<file path="src/sv/rfsj_fifo.sv">
`timescale 1ns / 1ps
// ----------------------------------------------------------------------------
// rfsj_fifo
// Two-entry queue of items with push/full and pop/empty sides.
// ----------------------------------------------------------------------------
module rfsj_fifo #(
    parameter type DATA_T = logic
) (
    input  logic  clk,
    input  logic  rst_n,
    input  logic  push,
    output logic  full,
    input  DATA_T wdata,
    input  logic  pop,
    output logic  empty,
    output DATA_T rdata
);

    DATA_T       store_reg [2];
    logic        wr_ptr_reg;
    logic        rd_ptr_reg;
    logic [1:0]  count_reg;
    logic        do_push;
    logic        do_pop;

    assign full    = (count_reg == 2'd2);
    assign empty   = (count_reg == 2'd0);
    assign do_push = push && !full;
    assign do_pop  = pop && !empty;
    assign rdata   = store_reg[rd_ptr_reg];

    always_ff @(posedge clk or negedge rst_n)
    begin
        if (!rst_n)
        begin
            wr_ptr_reg <= 1'b0;
            rd_ptr_reg <= 1'b0;
            count_reg  <= 2'd0;
        end
        else
        begin
            if (do_push)
                wr_ptr_reg <= !wr_ptr_reg;
            if (do_pop)
                rd_ptr_reg <= !rd_ptr_reg;
            if (do_push && !do_pop)
                count_reg <= count_reg + 2'd1;
            else if (do_pop && !do_push)
                count_reg <= count_reg - 2'd1;
        end
    end

    always_ff @(posedge clk)
    begin
        if (do_push)
            store_reg[wr_ptr_reg] <= wdata;
    end

endmodule

</file>
<file path="config.mk">
export PLATFORM = sky130hd
export DESIGN_NAME = rfsj_fifo
export DESIGN_NICKNAME = d
export VERILOG_FILES = /design/src/sv/rfsj_fifo.sv
export SDC_FILE = /design/constraint.sdc
export NUM_CORES = 1
export LEC_CHECK = 0
export ABC_AREA = 1
export BUFFER_PORTS_ARGS = -buffer_cell sky130_fd_sc_hd__buf_4
export CORE_AREA = 4 4 41 43
export DETAILED_ROUTE_END_ITERATION = 7
export DIE_AREA = 0 0 45 47
export PLACE_DENSITY = 0.49
export SYNTH_ARGS = -nofsm -noshare
export SYNTH_HDL_FRONTEND = slang
export SYNTH_SLANG_ARGS = --single-unit
</file>
<file path="constraint.sdc">
create_clock -name clk -period 2 [get_ports clk]
set_clock_uncertainty 0.2 [all_clocks]
set_input_delay 0.4 -clock clk [delete_from_list [all_inputs] [get_ports clk]]
set_output_delay 0.4 -clock clk [all_outputs]
set_load 0.05 [all_outputs]
</file>
# Word-level counts from Yosys, hierarchy flattened
# Memories as Yosys holds them, arrays and structs flattened.
# Cells that the tools add are included.
# word_totals
n_memories,1
latch_bits,0
mem_bits_rw,2
rom_bits,0
inputBits,5
word_cells,23
register_bits,4
out_inout_bits,3
# classes
n_lt_le_gt_ge,0
eq_ne,1
n_shift,0
div,0
mux,4
reduce_logical,12
bitwise_logic,0
multipliers,0
n_addsub,2
# memory_table
name,words,word_bits,read_ports,rd_clocked_by_memory_dff,wr,line,text
store_reg,2,1,1,0,1,19,DATA_T store_reg [2];
# ops
op,n
$logic_not 1->1,6
$logic_and 1x1->1,4
$mux 2,2
$add 2x1->2 const B,1
$eq 2x2->1 const B,1
$logic_not 2->1,1
$mux 1,2
$reduce_bool 2->1,1
$sub 2x1->2 const B,1

# Logic depth before layout (Yosys ltp)
# depth
depth_word,7
depth_mapped,9
ltp_nobuf,9

# Worst setup path after synthesis
# No wires, ideal clock.
# synth_path
kind,register -> register
from,register count_reg[0]
to,register count_reg[1]
stages_incl_launch_ff,8
path_buffers,0
required_ps,1683
arrival_time_ps,1541
slack_ps,142
period_less_slack_ps,1858
setup_ps,117
cell_sequence,dfrtp_1 > nor2_2 > nor2_2 > ha_1 > inv_1 > nand3_1 > nand2_1 > nand2_1
# synth_between
elab_chain_cells,6
elab_cells_between_ends,15
cone_classes,2 x add/sub; 1 x eq/ne; 2 x mux; 10 x reduce/logical
# synth_rtl
item,line,text
from (decl),22,logic [1:0] count_reg;
from (signal assigned),47,count_reg <= count_reg + 2'd1;
from (signal assigned),49,count_reg <= count_reg - 2'd1;
$eq 2x2->1 *,26,assign full = (count_reg == 2'd2);
net full,12,"output logic full,"
$logic_not 1->1 *,28,assign do_push = push && !full;
$logic_and 1x1->1 *,28,
net do_push,23,logic do_push;
$logic_not 1->1,48,else if (do_pop && !do_push)
$logic_and 1x1->1,48,
$reduce_bool 2->1 (no line),n/a,
# Mark *: on every way through the listed nets, which the timed path passes. The rest lies on a longest branch. The select of a mux whose other input is x is not followed.
# A chain may end at the register's enable or synchronous reset.

# Worst setup path after layout
# layout_path
from,register count_reg[0]
to,output full
# layout_between
elab_chain_cells,1
# layout_rtl
item,line
$eq 2x2->1,26
to (decl),12
# Every way passes these cells.

==> flow_summary_export.csv <==
group,metric,value,unit
outcome,outcome,"complete, no violations",
grt,grt_start_max_net_pins,8,
critical_path,cells_along_the_critical_path,"nor2_2 > buf_4",
routing,drt_first_iter_violations,2,
pwr,power.share.sequential,0.325,
place,placement.cell_area,377,sq um
pwr,share_clk_of_total_power,0.156,
final_layout,drive_gt1_frac,0.250,
sta,clock.fmax,600,MHz
place,post-place-cells,59,
synth,synth_xor_area_frac,0.0287,
clocking,post_cts_buffers,0,
clocking,cts_tree,"yes",
grt,grt_overflow_total,0,
synth,yosys_warnings,0,
synth,synth_simple_gate_area_share,0.275,
place,gp_congestion,0.707,
run,max_cap_violations,0,
synth,ys.flop_type,"sky130_fd_sc_hd__dfrtp_1",
synth,yosys.area.top_type,"sky130_fd_sc_hd__dfrtp_1",
critical_path,maximum_cell_stage_delay_along_the_critical_path,0.45,ns
final_layout,syn_to_final_growth,34.0,%
sta,fin_crit,1.67,ns
routing,drt.antenna.violating_nets,0,
critical_path,critical_path_buf_inv_count,1,
clocking,clock_latency,0.24,ns
critical_path,ff2ff_setup_slack,0.40,ns
clocking,clockBufferDepth,2,
critical_path,critical_path.startpoint_type,"register",
critical_path,worst_path_dominant_cell_family,"flip-flops",
synth,dominant_combinational_cell_family_by_area_after_synthesis,"simple AND/OR/NAND/NOR gates",
clocking,clkTransAtPathRegs,0.04,ns
grt,global_route_usage_over_all_layers,0.0606,
final_layout,finalNetCount,56,
routing,detail_route.wirelength,505,um
pwr,combPwrFrac,0.519,
final_layout,stdcell_count,63,
floorplan,count_of_boundary_i_o_pins,8,
synth,yosysMostFrequentCell,"sky130_fd_sc_hd__nand2_1",
floorplan,initial_core_util,0.235,
pwr,internal_power,372,uW
critical_path,reg2regPathDepth,6,
synth,muxShareOfSynthArea,0,
sta,report.final.slew_viol_count,0,
synth,yosys.area.top_type_share,0.328,
sta,timing_worst_slew_pin_value,0.250,ns
synth,syn_area,305,sq um
worst_hold_path,hold_class,"in -> reg",
critical_path,critical-path-slowest-cell,"sky130_fd_sc_hd__dfrtp_1",
sta,final_hold_violations,0,
pwr,peakVddDrop,0.000630,V
floorplan,placeableCoreArea,1300,sq um
clocking,tritoncts.num_buffers,3,
sta,worst_slack,0.333,ns
critical_path,timing.critical_path.required,1.40,ns
place,detailed_placement_hpwl,419,um
floorplan,die_h,47,um
critical_path,critical_path_class,"reg -> out",
sta,timing.final.setup_violations,0,
pwr,net-switching-power,316,uW
final_layout,stdcell_area,409,sq um
final_layout,utilization,0.314,
synth,yosys-top-cells-area,"sky130_fd_sc_hd__dfrtp_1 33%, sky130_fd_sc_hd__edfxtp_1 20%, sky130_fd_sc_hd__nand2_1 15%",
synth,synth_async_sr_flop_share,0.667,
clocking,htree_levels,1,
worst_hold_path,min_path_cells,1,
worst_hold_path,worst_hold_startpoint,"wdata",
sta,tightest_slew_margin_relative_to_the_limit,0.831,
pwr,power_density_cells,1680,nW/um^2
sta,setup_tns,0,ns
pwr,switching_share,0.459,
clocking,cts.root.buffer_cell,"sky130_fd_sc_hd__clkbuf_4",
critical_path,path_depth,2,
synth,synth_cells,37,
synth,synth_nets,43,
sta,grt_setup_unrepaired,"no",
worst_hold_path,hold_end,"store_reg[1]",
routing,post-route-drc-count,0,
grt,first_global_vias,224,
synth,synth.ff_latch_count,6,
routing,drt-vias-per-instance,3.81,
synth,portion_of_the_post_synthesis_area_used_by_sequential_elements,0.525,
floorplan,die_width,45,um
synth,yosysUniqueCellTypes,12,
synth,synth_compound_area_frac,0.0328,
place,dp_worst_setup_slack,0.371,ns
synth,synth_common_cells,"12 x sky130_fd_sc_hd__nand2_1, 8 x sky130_fd_sc_hd__inv_1, 4 x sky130_fd_sc_hd__dfrtp_1",
place,port_buffers,7,
sta,timing.final.crit_share,0.833,
pwr,p_leak,0.220,nW
grt,grt_first_pass_wirelength,869,um
routing,routedWlPerCell,8.02,um
critical_path,worst_r2r_startpoint,"count_reg[0]",
routing,via_count,240,
grt,grt_antenna_before_repair,0,
final_layout,diodes,0,
routing,number_of_iterations_in_the_first_detailed_routing_pass,2,
floorplan,site_row_count,13,
synth,adder_cell_share_of_the_synthesized_area,0.0410,
critical_path,critical_path.endpoint_type,"primary output",
synth,synth_edf_count,2,
critical_path,cp_max_fanout,7,
clocking,cts_num_sinks,6,
critical_path,regToRegEndpoint,"count_reg[1]",
floorplan,die-area,2120,sq um
critical_path,arrival_time_reported_for_the_critical_path_endpoint,1.07,ns
synth,syn-mean-instance-area,8.25,sq um
==> layout make-up <==
type / count / area, sq um
Multi-Input combinational cell: 23 / 115
Fill cell: 142 / 892
Clock buffer: 3 / 22.5
Sequential cell: 6 / 160
Timing Repair Buffer: 8 / 62.6
Inverter: 8 / 30.0
Tap cell: 15 / 18.8
==> what timing repair did <==
item | 4_1_cts | 5_1_grt
hold buffers | 1 | 0
gates resized for setup | 0 | 0
hold endpoints to repair | 4 | 0
==> power groups by stage <==
stage / clock network [mW] / registers, mW / logic, mW
4_1_cts: 0.115 / 0.226 / 0.363
6_report: 0.107 / 0.224 / 0.357
5_1_grt: 0.127 / 0.234 / 0.400
2_1_floorplan: 0 / 0.218 / 0.276
3_5_place_dp: 0 / 0.228 / 0.361
3_3_place_gp: 0 / 0.228 / 0.357
==> cells by family after synthesis <==
group,after synthesis
adders and majority gates,1
and+or+nand+nor,19
xor gates and xnor gates,1
AOI/OAI and AO/OA,2
DFF,6
buffers and inverters,8
==> worst max-delay path by stage <==
stage                         to         start  slack, ns
CTS                         full  count_reg[0]       0.31
global placement    count_reg[1]  count_reg[0]       0.37
global route        count_reg[1]  count_reg[0]       0.23
floorplan           count_reg[1]  count_reg[0]       0.14
detailed placement  count_reg[1]  count_reg[0]       0.37
finish                      full  count_reg[0]       0.33
==> layer usage <==
layer,global-route usage,routed length [um],part of all wire,up-vias
met5,0,0,0,-
met4,0,0,0,0
met3,0.0498,43,0.085,0
met2,0.0847,220,0.44,5
met1,0.0769,242,0.48,97
li1,-,-,-,138
==> cell usage in the layout, fill, tap and decap left out <==
cell type / n
sky130_fd_sc_hd__nor2_2: 2
sky130_fd_sc_hd__edfxtp_1: 2
sky130_fd_sc_hd__dlygate4sd3_1: 1
sky130_fd_sc_hd__nand3b_1: 1
sky130_fd_sc_hd__xnor2_1: 1
sky130_fd_sc_hd__clkbuf_4: 3
sky130_fd_sc_hd__ha_1: 1
sky130_fd_sc_hd__o21ai_0: 2
sky130_fd_sc_hd__nand3_1: 1
sky130_fd_sc_hd__dfrtp_1: 4
sky130_fd_sc_hd__nor2_1: 2
sky130_fd_sc_hd__nand4_1: 1
sky130_fd_sc_hd__nand2_1: 12
sky130_fd_sc_hd__inv_1: 8
sky130_fd_sc_hd__buf_4: 7
==> stage by stage <==
stage / power (mW) / hold slack [ns]
2_1_floorplan: 0.494 / -0.0956
3_3_place_gp: 0.585 / -0.00107
3_5_place_dp: 0.588 / -0.000270
4_1_cts: 0.705 / 0.137
5_1_grt: 0.761 / 0.129
6_report: 0.689 / 0.148
No activity file was read; power rests on OpenSTA's default activity.
