==> config.mk <==
export PLATFORM = sky130hd
export DESIGN_NAME = rfsj_front
export DESIGN_NICKNAME = d
export VERILOG_FILES = /design/src/sv/rfsj_pkg.sv /design/src/sv/rfsj_fifo.sv /design/src/sv/rfsj_front.sv
export SDC_FILE = /design/constraint.sdc
export NUM_CORES = 1
export LEC_CHECK = 0
export BUFFER_PORTS_ARGS = -buffer_cell sky130_fd_sc_hd__buf_2
export CAP_MARGIN = 30
export CORE_MARGIN = 1.5
export CORE_UTILIZATION = 48
export DETAILED_ROUTE_END_ITERATION = 16
export PLACE_DENSITY = 0.76
export SLEW_MARGIN = 0
export SYNTH_ARGS = -nofsm -noshare
export SYNTH_HDL_FRONTEND = slang
export SYNTH_HIERARCHICAL = 1
export SYNTH_SLANG_ARGS = --single-unit
==> constraint.sdc <==
create_clock -name clk -period 4.3 [get_ports clk]
set_input_delay 0.215 -clock clk [delete_from_list [all_inputs] [get_ports clk]]
set_output_delay 0.215 -clock clk [all_outputs]
set_load 0.005 [all_outputs]
==> src/sv/rfsj_pkg.sv <==
`timescale 1ns / 1ps
// ----------------------------------------------------------------------------
// rfsj_pkg
// Types and codes shared by the rectangle forward-scan join unit.
// ----------------------------------------------------------------------------
package rfsj_pkg;

    localparam logic [1:0] MODE_CLEAR = 2'd0;
    localparam logic [1:0] MODE_LOAD_LEFT = 2'd1;
    localparam logic [1:0] MODE_LOAD_RIGHT = 2'd2;
    localparam logic [1:0] MODE_NEXT = 2'd3;

    localparam logic [1:0] STATUS_ACCEPTED = 2'd0;
    localparam logic [1:0] STATUS_FULL = 2'd1;
    localparam logic [1:0] STATUS_PAIR = 2'd2;
    localparam logic [1:0] STATUS_DONE = 2'd3;

    localparam logic [1:0] PHASE_IDLE = 2'd0;
    localparam logic [1:0] PHASE_LEFT = 2'd1;
    localparam logic [1:0] PHASE_RIGHT = 2'd2;
    localparam logic [1:0] PHASE_DONE = 2'd3;

    typedef struct packed {
        logic [1:0]  mode;
        logic [15:0] box_min_x;
        logic [15:0] box_min_y;
        logic [15:0] box_max_x;
        logic [15:0] box_max_y;
        logic [15:0] box_id;
    } in_item_t;

    typedef struct packed {
        logic [1:0]  status;
        logic [15:0] left_id;
        logic [15:0] right_id;
    } out_item_t;

    typedef struct packed {
        logic [15:0] max_y;
        logic [15:0] max_x;
        logic [15:0] min_y;
        logic [15:0] min_x;
        logic [15:0] id;
    } entry_t;

    typedef struct packed {
        logic [1:0] op;
        entry_t     entry;
    } cmd_t;

endpackage

==> src/sv/rfsj_fifo.sv <==
`timescale 1ns / 1ps
// ----------------------------------------------------------------------------
// rfsj_fifo
// Two-entry queue of items with push/full and pop/empty sides.
// ----------------------------------------------------------------------------
module rfsj_fifo #(
    parameter type DATA_T = logic
) (
    input  logic  clk,
    input  logic  rst_n,
    input  logic  push,
    output logic  full,
    input  DATA_T wdata,
    input  logic  pop,
    output logic  empty,
    output DATA_T rdata
);

    DATA_T       store_reg [2];
    logic        wr_ptr_reg;
    logic        rd_ptr_reg;
    logic [1:0]  count_reg;
    logic        do_push;
    logic        do_pop;

    assign full    = (count_reg == 2'd2);
    assign empty   = (count_reg == 2'd0);
    assign do_push = push && !full;
    assign do_pop  = pop && !empty;
    assign rdata   = store_reg[rd_ptr_reg];

    always_ff @(posedge clk or negedge rst_n)
    begin
        if (!rst_n)
        begin
            wr_ptr_reg <= 1'b0;
            rd_ptr_reg <= 1'b0;
            count_reg  <= 2'd0;
        end
        else
        begin
            if (do_push)
                wr_ptr_reg <= !wr_ptr_reg;
            if (do_pop)
                rd_ptr_reg <= !rd_ptr_reg;
            if (do_push && !do_pop)
                count_reg <= count_reg + 2'd1;
            else if (do_pop && !do_push)
                count_reg <= count_reg - 2'd1;
        end
    end

    always_ff @(posedge clk)
    begin
        if (do_push)
            store_reg[wr_ptr_reg] <= wdata;
    end

endmodule

==> src/sv/rfsj_front.sv <==
`timescale 1ns / 1ps
// ----------------------------------------------------------------------------
// rfsj_front
// Accepts input items, turns them into commands and queues them.
// ----------------------------------------------------------------------------
module rfsj_front (
    input  logic              clk,
    input  logic              rst_n,
    input  logic              push,
    output logic              full,
    input  rfsj_pkg::in_item_t req,
    output logic              cmd_valid,
    input  logic              cmd_pop,
    output rfsj_pkg::cmd_t    cmd
);

    rfsj_pkg::cmd_t cmd_in;
    logic           cmd_empty;

    always_comb
    begin
        cmd_in.op          = req.mode;
        cmd_in.entry.min_x = req.box_min_x;
        cmd_in.entry.min_y = req.box_min_y;
        cmd_in.entry.max_x = req.box_max_x;
        cmd_in.entry.max_y = req.box_max_y;
        cmd_in.entry.id    = req.box_id;
        if (req.mode == rfsj_pkg::MODE_CLEAR || req.mode == rfsj_pkg::MODE_NEXT)
            cmd_in.entry = '0;
    end

    rfsj_fifo #(
        .DATA_T (rfsj_pkg::cmd_t)
    ) u_cmd_fifo (
        .clk   (clk),
        .rst_n (rst_n),
        .push  (push),
        .full  (full),
        .wdata (cmd_in),
        .pop   (cmd_pop),
        .empty (cmd_empty),
        .rdata (cmd)
    );

    assign cmd_valid = !cmd_empty;

endmodule

==> Yosys cells after proc, flatten, opt, wreduce, memory -nomap -nowiden <==
Memories as Yosys holds them, arrays and structs flattened.
Cells that the tools add are included.
Widths: inputs -> output; s select.
{ "op_classes": {"n_reduce_logical": 14, "n_mux": 5, "add_sub_neg": 2, "eq_ne": 2} }
{ "op_table": {"columns": ["operator", "n"], "rows": [
  ["$mux 80", 1],
  ["$logic_not 1->1", 6],
  ["$eq 2x2->1 const B", 2],
  ["$logic_and 1x1->1", 4],
  ["$logic_not 2->1", 2],
  ["$mux 2", 2],
  ["$add 2x1->2 const B", 1],
  ["$mux 1", 2],
  ["$reduce_bool 2->1", 1],
  ["$sub 2x1->2 const B", 1],
  ["$logic_or 1x1->1", 1]
]} }
{ "totals": {"ram_bits": 164, "in_bits": 86, "word_cells": 27, "out_inout_bits": 84, "mem_count": 1, "reg_bits": 4} }
{ "memory_table": {"columns": ["name", "words", "word_bits", "rd", "rd_clocked_by_memory_dff", "wr", "line", "text"], "rows": [
  ["u_cmd_fifo.store_reg", 2, 82, 1, 0, 1, "rfsj_fifo.sv:19", "DATA_T store_reg [2];"]
]} }

==> Longest topological paths before layout <==
Gate-level depths: netlist (run 1).
{ "depth": {"depth_word": 7, "ltp_mapped": 7, "ltp_nobuf": 7} }

==> By module <==
Netlist (run 1), hierarchy kept.
{ "by_module_without_submodules": {"columns": ["mod", "area_each_um2", "cells_per_inst", "seq_area_each_um2", "instances"], "rows": [
  ["rfsj_fifo", 6463.7, 274, 5024.8, 1],
  ["rfsj_front", 631.9, 90, 0.0, 1]
]} }

==> Worst setup path after synthesis (run 1) <==
No wires, ideal clock.
{ "synth_path": {"path_type": "reg-to-reg", "startpoint": "register u_cmd_fifo.count_reg[0]", "endpoint": "memory u_cmd_fifo/store_reg[0][0] (netlist name) (enable)", "path_stages_with_launch": 4, "period_less_slack_ns": 4.586, "path_slack_ns": -0.286, "arrival_time_ns": 4.064, "required_ns": 3.777, "path_cell_list": "dfrtp_1 nand2b_1 nand2_1 nor2_1"} }
{ "synth_via": {"elab_chain_cells": 5} }
{ "synth_rtl": {"columns": ["item", "line", "text"], "rows": [
  ["start: declaration", "rfsj_fifo.sv:22", "logic [1:0] count_reg;"],
  ["start signal: assignment", "rfsj_fifo.sv:47", "count_reg <= count_reg + 2'd1;"],
  ["start signal: assignment", "rfsj_fifo.sv:49", "count_reg <= count_reg - 2'd1;"],
  ["$eq 2x2->1", "rfsj_fifo.sv:26", "assign full = (count_reg == 2'd2);"],
  ["$logic_not 1->1", "rfsj_fifo.sv:28", "assign do_push = push && !full;"],
  ["$logic_and 1x1->1", "rfsj_fifo.sv:28", null],
  ["$mux 1", "rfsj_fifo.sv:55", "if (do_push)"],
  ["$mux 1 (not written as such)", "rfsj_fifo.sv:56", "store_reg[wr_ptr_reg] <= wdata;"],
  ["end: declaration", "rfsj_fifo.sv:19", null]
]} }
Every way passes these cells.

==> results.ini, run 1 <==
[status]
status = completed

[critical_path]
arrival_ps = 2220
reg2regPathDepth = 3
path_max_fanout = 44
worst_setup_path_end_kind = output pin
start_kind = flip-flop
cp.required_ps = 4090
criticalPathCategory = flip-flop to output pin

[grt]
grt_pass1_wl_mm = 18.8
use_met3_pct = 5.41
grt_pass1_vias = 3807
grt_max_degree = 57
gr-usage-met1_pct = 18.5
antenna_found_initial = 2
grt.total_usage_pct = 15.8
use_met2_pct = 25.9
gr-max-usage-layer = met2
grt-ovfl-total = 0

[cts]
path_clk_slew_ps = 60
cts_root_buffer = clkbuf_16
cts_resized = 0
clock_latency_ps = 420
clock-sinks = 168
cts_tree = built
cts_post_setup_buffers_inserted = 0
clk_path_buf_depth = 2
h-tree-depth = 4
numCtsBuffers = 17

[synth]
ys_warn_count = 6
syn_nets = 451
syn_area_per_cell_sq_um = 19.5
synthCells = 364
seq_area_frac_synth_pct = 70.8
ys_ff_latch = 168
syn-cell-area_sq_um = 7100
synth_cell_types = 20

[die]
rows = 44
die_w_um = 125
die_y_um = 125
io_pins = 170
dieArea_sq_um = 15500
core_sq_um = 14500
initial_core_util_pct = 49.0

[drt]
drt-total-wl_mm = 11.9
num_vias = 3585
drt-initial-drc-count = 237
avgRoutedWirePerCell_um = 16.1
first_pass_iters = 4
drc_errors = 0
via_per_inst = 4.86
ant_nets = 0

[flow_run]
maxCapViolCount = 0

[worst_hold_path]
holdPathStages = 1
hold_path_class = input pin to flip-flop

[pwr]
ir_drop_uv = 348
power.leakage_nw = 3.51
p_per_area_nw_per_um2 = 642

[timing]
slew_violations = 0
fin_tns_setup_ps = 0
period_share_pct = 56.6
hold_violations = 0
clock.fmax_mhz = 411
layout_min_cycle_time_ps = 2440
setup_viol = 0
fin_hold_ws_ps = 68.1
rsz0062_at_grt = no
tightest_slew_ps = 838
slew_headroom_pct = 44.0
fin_skew_ps = 6.14

[placement]
placement.cell_area_sq_um = 8060
gp_congestion = 0.737
port_buffers = 169
dp_hpwl_mm = 7.66

[layout]
syn_to_final_growth_pct = 21.7
fill_cells = 1099
fin_nets = 627
drive_gt1_share_pct = 62.2
largest_register_ffs = 164
finish.instance_area_sq_um = 8640

-- where the power goes --
part           switching, W  internal (W)
sequential         0.000198       0.00228
clock              0.000586      0.000851
combinational      0.000699      0.000927
-- layout by cell type (no fill, tap or decap), drive strengths merged, types with 2 or more instances in the layout --
| cell | n |
|---|---|
| clkinv | 5 |
| buf | 173 |
| xnor2 | 3 |
| dfrtp | 4 |
| and2 | 80 |
| xor2 | 3 |
| inv | 3 |
| nor2 | 3 |
| bufinv | 2 |
| clkinvlp | 5 |
| mux2 | 82 |
| clkbuf | 20 |
| edfxtp | 164 |
-- final timing paths --
path	from	endpoint	slack, ps
setup / recovery	u_cmd_fifo/rd_ptr_reg	cmd[1]	1860
hold / removal	req[80]	u_cmd_fifo/store_reg[0][80]	70
setup reg to reg	u_cmd_fifo/count_reg[0]	u_cmd_fifo/store_reg[1][75]	2130
hold reg to reg	u_cmd_fifo/count_reg[1]	u_cmd_fifo/count_reg[1]	530
max in group asynchronous	rst_n	u_cmd_fifo/rd_ptr_reg	4040
min in group asynchronous	rst_n	u_cmd_fifo/count_reg[1]	130
-- cell type report --
class / count / area, sq um / area share [%]
repair buffers: 174 / 911 / 10.5
inverters: 3 / 11.3 / 0.130
flip-flops and latches: 168 / 5030 / 58.2
multi-input cells: 176 / 1890 / 21.8
diodes: 1 / 2.50 / 0.0290
well taps: 184 / 230 / 2.67
clock inverters: 12 / 129 / 1.49
clock buffers: 20 / 437 / 5.06
-- cells in the mapped netlist, drive strengths merged --
cell / count / area, sq um
edfxtp: 164 / 4920
mux2: 82 / 1190
and2: 80 / 572
buf: 9 / 156
clkbuf: 8 / 40.0
dfrtp: 4 / 100
inv: 3 / 11.3
nor2: 3 / 11.3
xnor2: 3 / 26.3
xor2: 3 / 33.8
and3: 1 / 6.26
ha: 1 / 12.5
nand2: 1 / 3.75
nand2b: 1 / 6.26
o21ai: 1 / 5.00
-- cell families (layout without fill, tap and decap cells) --
group	count (synthesis)	count (layout)	synth area share, %
flip-flops	168	168	70.8
AND/OR/NAND/NOR	86	86	8.45
multiplexers	82	82	16.7
buffers and inverters	20	209	2.93
XOR/XNOR	6	6	0.847
adder cells (fa/ha/maj)	1	1	0.176
AO/OA/AOI/OAI	1	1	0.0705
other	0	1	0
-- per-layer routing --
layer  vias up  wire length, um
met4         2              361
met5         -               13
met1      1744             4890
met3        28              770
met2       116             5830
li1       1695                -
-- stage by stage --
step | util [%] | cells | total power (W) | setup slack (ps)
2_1_floorplan | - | 364 | 0.00369 | 1090
3_3_place_gp | 55.7 | 704 | 0.00413 | 2160
3_5_place_dp | 55.7 | 704 | 0.00417 | 2100
4_1_cts | 59.6 | 737 | 0.00562 | 1820
5_1_grt | 59.6 | 738 | 0.00581 | 1770
6_report | 59.6 | 738 | 0.00554 | 1860
-- what timing repair did --
item	4_1_cts	5_1_grt
hold buffers	1	0
endpoints found under the setup margin	0	0
hold endpoints to repair	4	0
-- critical path, cell delays in order (launching register included) --
cell	delay, ps
dfrtp_4	890
buf_12	400
mux2_4	340
buf_2	130
No activity file was read; power rests on OpenSTA's default activity.
==> run 2, diff against run 1 <==
--- a/config.mk
+++ b/config.mk
@@ -5,6 +5,7 @@
 export SDC_FILE = /design/constraint.sdc
 export NUM_CORES = 1
 export LEC_CHECK = 0
+export ABC_AREA = 1
 export BUFFER_PORTS_ARGS = -buffer_cell sky130_fd_sc_hd__buf_2
 export CAP_MARGIN = 30
 export CORE_MARGIN = 1.5
==> constraint.sdc (replaced) <==
create_clock -name clk -period 2.15 [get_ports clk]
set_input_delay 0.1075 -clock clk [delete_from_list [all_inputs] [get_ports clk]]
set_output_delay 0.1075 -clock clk [all_outputs]
set_load 0.005 [all_outputs]
==> run 2 against run 1 <==
  * Total power increased by 91%
  * Critical path type unchanged
  * Combinational power grew 96%
  * Critical endpoint is now cmd[13]
  * Sequential share of layout area rose by 0.87 points
  * Sequential power increased by 90%
  * Count of clock-buffer cells in the layout up 1
  * Hold slack worse by 40 ps
  * First-iteration DRC count rose by 40%
  * Via count up 30%
  * Synthesized area decreased by 2.3%
  * Synthesized cell count rose by 74%
  * Largest cell class unchanged
==> results.ini, run 2 <==
[status]
status = completed

[critical_path]
critPathTopFamily = buffers and inverters
cp.required_ps = 2040  ; -2050 ps
slowest_delay_ps = 420  ; -470 ps
path_max_fanout = 83  ; +89%
start_kind = flip-flop
cp.buffers_inverters = 3  ; +1
criticalPathCategory = flip-flop to output pin
cp_slowest_cell = dfrtp_2
worst_setup_path_end_kind = output pin
critical_path.cell_chain = inv_2 > buf_12 > nand2_1 > nand2_1 > buf_2
path_common_cell = nand2_1
arrival_ps = 1610  ; -610 ps

[synth]
syn_nets = 721  ; +60%
ys_ff_latch = 168  ; unchanged
synth_top_flop_cell = edfxtp_1
synth_area_leader_cell = edfxtp_1
synth_cell_types = 17  ; -15%
synth.most_common_cell = nand2_1
synth_area_leaders = edfxtp_1 (71%), nand2_1 (14%), inv_1 (4.9%)
seq_area_frac_synth_pct = 72.5  ; +1.7 points
synth_edf_count = 164  ; unchanged
syn-cell-area_sq_um = 6930  ; -2.3%
synth_top_area_share_pct = 71.1  ; +1.7 points
ys_warn_count = 6  ; unchanged
synth-async-reset-ratio_pct = 2.38  ; unchanged
synthCells = 634  ; +74%
synthTopCellsByCount = nand2_1 (257), edfxtp_1 (164), inv_1 (90), nor2_1 (83), buf_6 (12)
syn_area_per_cell_sq_um = 10.9  ; -44%

[die]
die_y_um = 123  ; -1.1%
rows = 43  ; -2.3%
dieArea_sq_um = 15200  ; -2.3%
initial_core_util_pct = 49.5  ; +0.54 points
core_sq_um = 14000  ; -3.4%
io_pins = 170  ; unchanged
die_w_um = 123  ; -1.1%

[pwr]
power.leakage_nw = 4.03  ; +15%
ir_drop_uv = 606  ; +74%
finalPower_w = 0.0106  ; +91%
p_per_area_nw_per_um2 = 1250  ; +94%

[cts]
cts_tree = built
cts_root_buffer = clkbuf_16
path_clk_slew_ps = 50  ; about the same
clock-sinks = 168  ; unchanged
clock_latency_ps = 420  ; about the same
h-tree-depth = 4  ; unchanged
cts_resized = 0  ; unchanged
numCtsBuffers = 17  ; unchanged
clk_path_buf_depth = 2  ; unchanged

[grt]
grt.total_usage_pct = 18.4  ; +2.5 points
antenna_found_initial = 1  ; -1
grt-ovfl-total = 0  ; unchanged
grt_pass1_wl_mm = 20.6  ; +10%
grt_pass1_vias = 4340  ; +14%
grt_max_degree = 84  ; +47%

[layout]
fin_nets = 897  ; +43%
fill_cells = 1182  ; +7.6%
fin_cells = 1003  ; +36%
n_antenna_cell = 0  ; -1
final_common_cell = nand2_1
drive_gt1_share_pct = 25.4  ; -37 points
syn_to_final_growth_pct = 22.7
layout_common_cells = nand2_1 (257), buf_2 (169), edfxtp_1 (164)
largest_register_ffs = 164  ; unchanged

[drt]
first_pass_iters = 5  ; +1
ant_nets = 0  ; unchanged
avgRoutedWirePerCell_um = 13.2  ; -18%
num_vias = 4672  ; +30%
drt-initial-drc-count = 332  ; +40%
drc_errors = 0  ; unchanged
via_per_inst = 4.66  ; -4.1%
drt-total-wl_mm = 13.2  ; +12%

[placement]
dp.cells = 964  ; +37%
gp_congestion = 0.767  ; +4.1%
dp_slack_ps = 554  ; -1550 ps
dp_hpwl_mm = 8.14  ; +6.2%
port_buffers = 169  ; unchanged

[timing]
layout_min_cycle_time_ps = 1720
hold_violations = 0  ; unchanged
slew_headroom_pct = 67.7  ; +24 points
fin_hold_ws_ps = 28.1  ; -39.9 ps
period_share_pct = 80.0
fin_skew_ps = 5.74  ; -0.398 ps
setup_ws_ps = 431  ; -1430 ps
slew_violations = 0  ; unchanged
rsz0062_at_grt = no
tightest_slew_ps = 485  ; -353 ps
setup_viol = 0  ; unchanged
clock.fmax_mhz = 582

[worst_hold_path]
hold_path_class = input pin to flip-flop

[flow_run]
maxCapViolCount = 0  ; unchanged

## run 2: cell types whose count changed in the layout (fill, tap and decap cells not counted), moves of 3 or more
cell / change
nand2_1: +256
inv_1: +85
nor2_1: +80
mux2_4: -70
and2_2: -57
and2_1: -23
mux2_2: -12
dlygate4sd3_1: +6
buf_12: +3
clkinv_1: +3
## run 2: timing repair
item | CTS | global route
setup buffers | 0 | 0
endpoints found under the hold margin | 10 | 0
hold buffers | 7 | 0
## run 2: per-layer routing
| layer | track usage, % | share of wire, % |
|---|---|---|
| met1 | 23.3 | 41 |
| met2 | 30.3 | 49 |
| met3 | 4.75 | 8.1 |
| met4 | 7.40 | 1.7 |
| met5 | 0 | 0.076 |
## run 2: area by class of cell
cell class	instances	area [sq um]	area share (%)
Tap cell	180	225	2.65
Multi-Input combinational cell	349	1360	15.9
Clock buffer	21	440	5.18
Clock inverter	11	82.6	0.971
Sequential cell	168	5030	59.1
Timing Repair Buffer	183	1030	12.1
Inverter	91	345	4.06
## run 2: path summary, 6_finish.rpt
check / startpoint / end / slack, ps / cells after the start
setup / recovery: u_cmd_fifo/rd_ptr_reg / cmd[13] / 430 / 5
hold / removal: req[18] / u_cmd_fifo/store_reg[1][66] / 30 / 3
setup reg to reg: u_cmd_fifo/count_reg[1] / u_cmd_fifo/store_reg[0][20] / 540 / 6
hold reg to reg: u_cmd_fifo/wr_ptr_reg / u_cmd_fifo/wr_ptr_reg / 490 / 2
max in group asynchronous: rst_n / u_cmd_fifo/count_reg[1] / 890 / 4
min in group asynchronous: rst_n / u_cmd_fifo/count_reg[0] / 590 / 3
## run 2: metrics by stage
stage	cell area, sq um	util [%]	setup TNS (ps)
after floorplan	6950	-	-16170
after global placement	7910	56.6	0
after detailed placement	7910	56.6	0
after CTS	8510	60.8	0
after global routing	8510	60.8	0
final	8510	60.8	0
## run 2: worst register-to-register path, cell delays in order, from the launching register on
cell and delay [ps]:
dfrtp_1 410, inv_2 90, nor2_2 40, nor2_1 130, nand2_1 120, clkinvlp_4 110, buf_12 310
## run 2: logic make-up after synthesis
| kind of cell | synth area share [%] |
|---|---|
| AOI/OAI and AO/OA | 0.144 |
| xor gates and xnor gates | 0.126 |
| adders and majority gates | 0.181 |
| buffers and inverters | 8.11 |
| DFF | 72.5 |
| and+or+nand+nor | 18.9 |
## run 2: where the power goes
group | switching (W) | leakage (nW) | internal [W]
sequential | 0.000195 | 1.60 | 0.00453
clock | 0.00112 | 0.247 | 0.00157
combinational | 0.00203 | 2.18 | 0.00116
total | 0.00335 | 4.03 | 0.00725
==> run 3, diff against run 2 <==
==> constraint.sdc (replaced) <==
create_clock -name clk -period 1.46 [get_ports clk]
set_input_delay 0.073 -clock clk [delete_from_list [all_inputs] [get_ports clk]]
set_output_delay 0.073 -clock clk [all_outputs]
set_load 0.005 [all_outputs]
==> run 3 against run 2 <==
  * The flow now finishes with violations (setup timing)
  * Critical path depth unchanged
  * Total power increased by 80%
  * Routed wire length increased by 35%
  * Sequential share of layout area decreased by 9.3 points
==> results.ini, run 3 (same netlist as run 2, synthesis figures left out) <==
[critical_path]
arrival_ps = 1530  ; -80 ps
criticalPathCategory = flip-flop to output pin
cp_slowest_cell = dfrtp_2
worst_setup_path_end_kind = output pin
slowest_delay_ps = 490  ; +70 ps
cp.required_ps = 1390  ; -650 ps
critical_path.cell_chain = buf_12 > clkbuf_16 > nand2_2 > nand2_1 > buf_2
path_max_fanout = 8  ; -90%
start_kind = flip-flop

[pwr]
ir_drop_uv = 1020  ; +68%
swShare_pct = 32.2  ; +0.58 points
power_frac_comb_pct = 40.2  ; +10 points
p_clk_share_pct = 22.8  ; -2.6 points
p_int_w = 0.0129  ; +78%
power_frac_seq_pct = 37.0  ; -7.5 points
power_switching_w = 0.00613  ; +83%
p_per_area_nw_per_um2 = 1890  ; +51%
power.leakage_nw = 4.72  ; +17%

[drt]
drc_errors = 0  ; unchanged
drt-initial-drc-count = 289  ; -13%
first_pass_iters = 5  ; unchanged
met2WireLength_mm = 9.72  ; +48%
drt-met1-wl_mm = 6.45  ; +20%
top_layer_used = met4
via_per_inst = 4.81  ; +3.3%
num_vias = 5277  ; +13%
avgRoutedWirePerCell_um = 16.3  ; +23%
wl_met3_mm = 1.23  ; +14%
ant_nets = 0  ; unchanged
drt-total-wl_mm = 17.9  ; +35%

[grt]
grt-ovfl-total = 0  ; unchanged
grt_pass1_vias = 5054  ; +16%
grt.total_usage_pct = 22.5  ; +4.2 points
grt_pass1_wl_mm = 24.4  ; +18%
grt_max_degree = 43  ; -49%
antenna_found_initial = 0  ; -1

[cts]
clock_latency_ps = 420  ; about the same
h-tree-depth = 4  ; unchanged
cts_tree = built
cts_root_buffer = clkbuf_16
numCtsBuffers = 17  ; unchanged
clock-sinks = 168  ; unchanged
clk_path_buf_depth = 2  ; unchanged
path_clk_slew_ps = 60  ; about the same

[timing]
period_share_pct = 110
fin_skew_ps = 5.11  ; -0.633 ps
slew_violations = 0  ; unchanged
fin_hold_ws_ps = 8.22  ; -19.9 ps
clock.fmax_mhz = 622
layout_min_cycle_time_ps = 1610
slew_headroom_pct = 85.4  ; +18 points
setup_viol = 94  ; +94
rsz0062_at_grt = yes
fin_tns_setup_ps = -7730  ; -7730 ps
setup_ws_ps = -147  ; -578 ps
tightest_slew_ps = 219  ; -266 ps
hold_violations = 0  ; unchanged

[die]
rows = 43  ; unchanged
initial_core_util_pct = 49.5  ; unchanged
core_sq_um = 14000  ; unchanged
die_y_um = 123  ; unchanged
die_w_um = 123  ; unchanged
dieArea_sq_um = 15200  ; unchanged
io_pins = 170  ; unchanged

[layout]
multi_input_area_sq_um = 1590  ; +17%
layout_common_cells = nand2_1 (192), buf_2 (166), edfxtp_1 (164)
drive_gt1_share_pct = 35.1  ; +9.7 points
largest_register_ffs = 164  ; unchanged
seq_area_sq_um = 5030  ; unchanged
syn_to_final_growth_pct = 45.7
fill_cells = 943  ; -20%
finish.instance_area_sq_um = 10100  ; +19%
final_common_cell = nand2_1
fin_nets = 993  ; +11%
utilization_pct = 72.2  ; +11 points
n_antenna_cell = 0  ; unchanged

[placement]
port_buffers = 169  ; unchanged
dp_slack_ps = -19.6  ; -573 ps
placement.cell_area_sq_um = 8090  ; +2.2%
dp_hpwl_mm = 8.80  ; +8.1%
gp_congestion = 0.824  ; +7.5%

[flow_run]
maxCapViolCount = 0  ; unchanged

[status]
violations = setup timing
status = finished with violations

[worst_hold_path]
hold_path_class = input pin to flip-flop

==> run 3: cell count changes in the layout (fill, tap and decap cells not counted), moves of 7 or more <==
cell / previous run / this run
nand2_1: 257 / 192
nand2_2: 0 / 57
dlygate4sd3_1: 7 / 60
buf_4: 2 / 13
buf_16: 0 / 10
buf_6: 0 / 10
nand2_4: 1 / 9
clkbuf_16: 17 / 24
==> run 3: final timing paths <==
| path | startpoint | to | cells after the start | slack [ps] |
|---|---|---|---|---|
| hold / removal | req[1] | u_cmd_fifo/store_reg[1][1] | 3 | 8 |
| setup reg to reg | u_cmd_fifo/count_reg[0] | u_cmd_fifo/store_reg[0][68] | 6 | -20 |
| max in group asynchronous | rst_n | u_cmd_fifo/count_reg[0] | 3 | 700 |
| min in group asynchronous | rst_n | u_cmd_fifo/count_reg[1] | 3 | 560 |
| setup / recovery | u_cmd_fifo/rd_ptr_reg | cmd[61] | 5 | -150 |
| hold reg to reg | u_cmd_fifo/wr_ptr_reg | u_cmd_fifo/wr_ptr_reg | 2 | 500 |
==> run 3: power by group through the flow <==
| stage | logic [W] | clock network [W] | registers, W |
|---|---|---|---|
| 2_1_floorplan | 0.00285 | 0 | 0.00702 |
| 3_3_place_gp | 0.00506 | 0 | 0.00698 |
| 3_5_place_dp | 0.00515 | 0 | 0.00703 |
| 4_1_cts | 0.00665 | 0.00437 | 0.00698 |
| 5_1_grt | 0.00829 | 0.00459 | 0.00713 |
| 6_report | 0.00767 | 0.00434 | 0.00705 |
==> run 3: final cells by class <==
class	count	area share, %
Sequential cell	168	49.8
Timing Repair Buffer	279	23.2
Multi-Input combinational cell	349	15.7
Clock buffer	19	4.29
Inverter	91	3.49
Tap cell	180	2.23
Clock inverter	11	1.31
==> run 3: metal layers <==
metal	track usage (%)	up-vias
met4	10.4	0
met5	0	-
met2	40.7	215
li1	-	2542
met1	24.1	2488
met3	6.92	32
==> run 3: worst max-delay path: cells and delay by family, from the launching register on <==
| family | cells | cell delay, ps |
|---|---|---|
| DFF | 1 | 490 |
| and+or+nand+nor | 2 | 100 |
| buffers and inverters | 3 | 520 |
==> run 3: metrics by stage <==
step / power [W] / cells
after floorplan: 0.00987 / 634
after global placement: 0.0120 / 977
after detailed placement: 0.0122 / 977
after CTS: 0.0180 / 1083
after global routing: 0.0200 / 1097
final: 0.0191 / 1097
==> run 3: repair_timing <==
action | in CTS | in global routing
hold endpoints to repair | 118 | 0
gates resized for setup | 37 | 67
setup buffers | 7 | 5
gates cloned | 9 | 10
hold buffers | 60 | 0
endpoints found under the setup margin | 99 | 218
pin swaps | 12 | 32
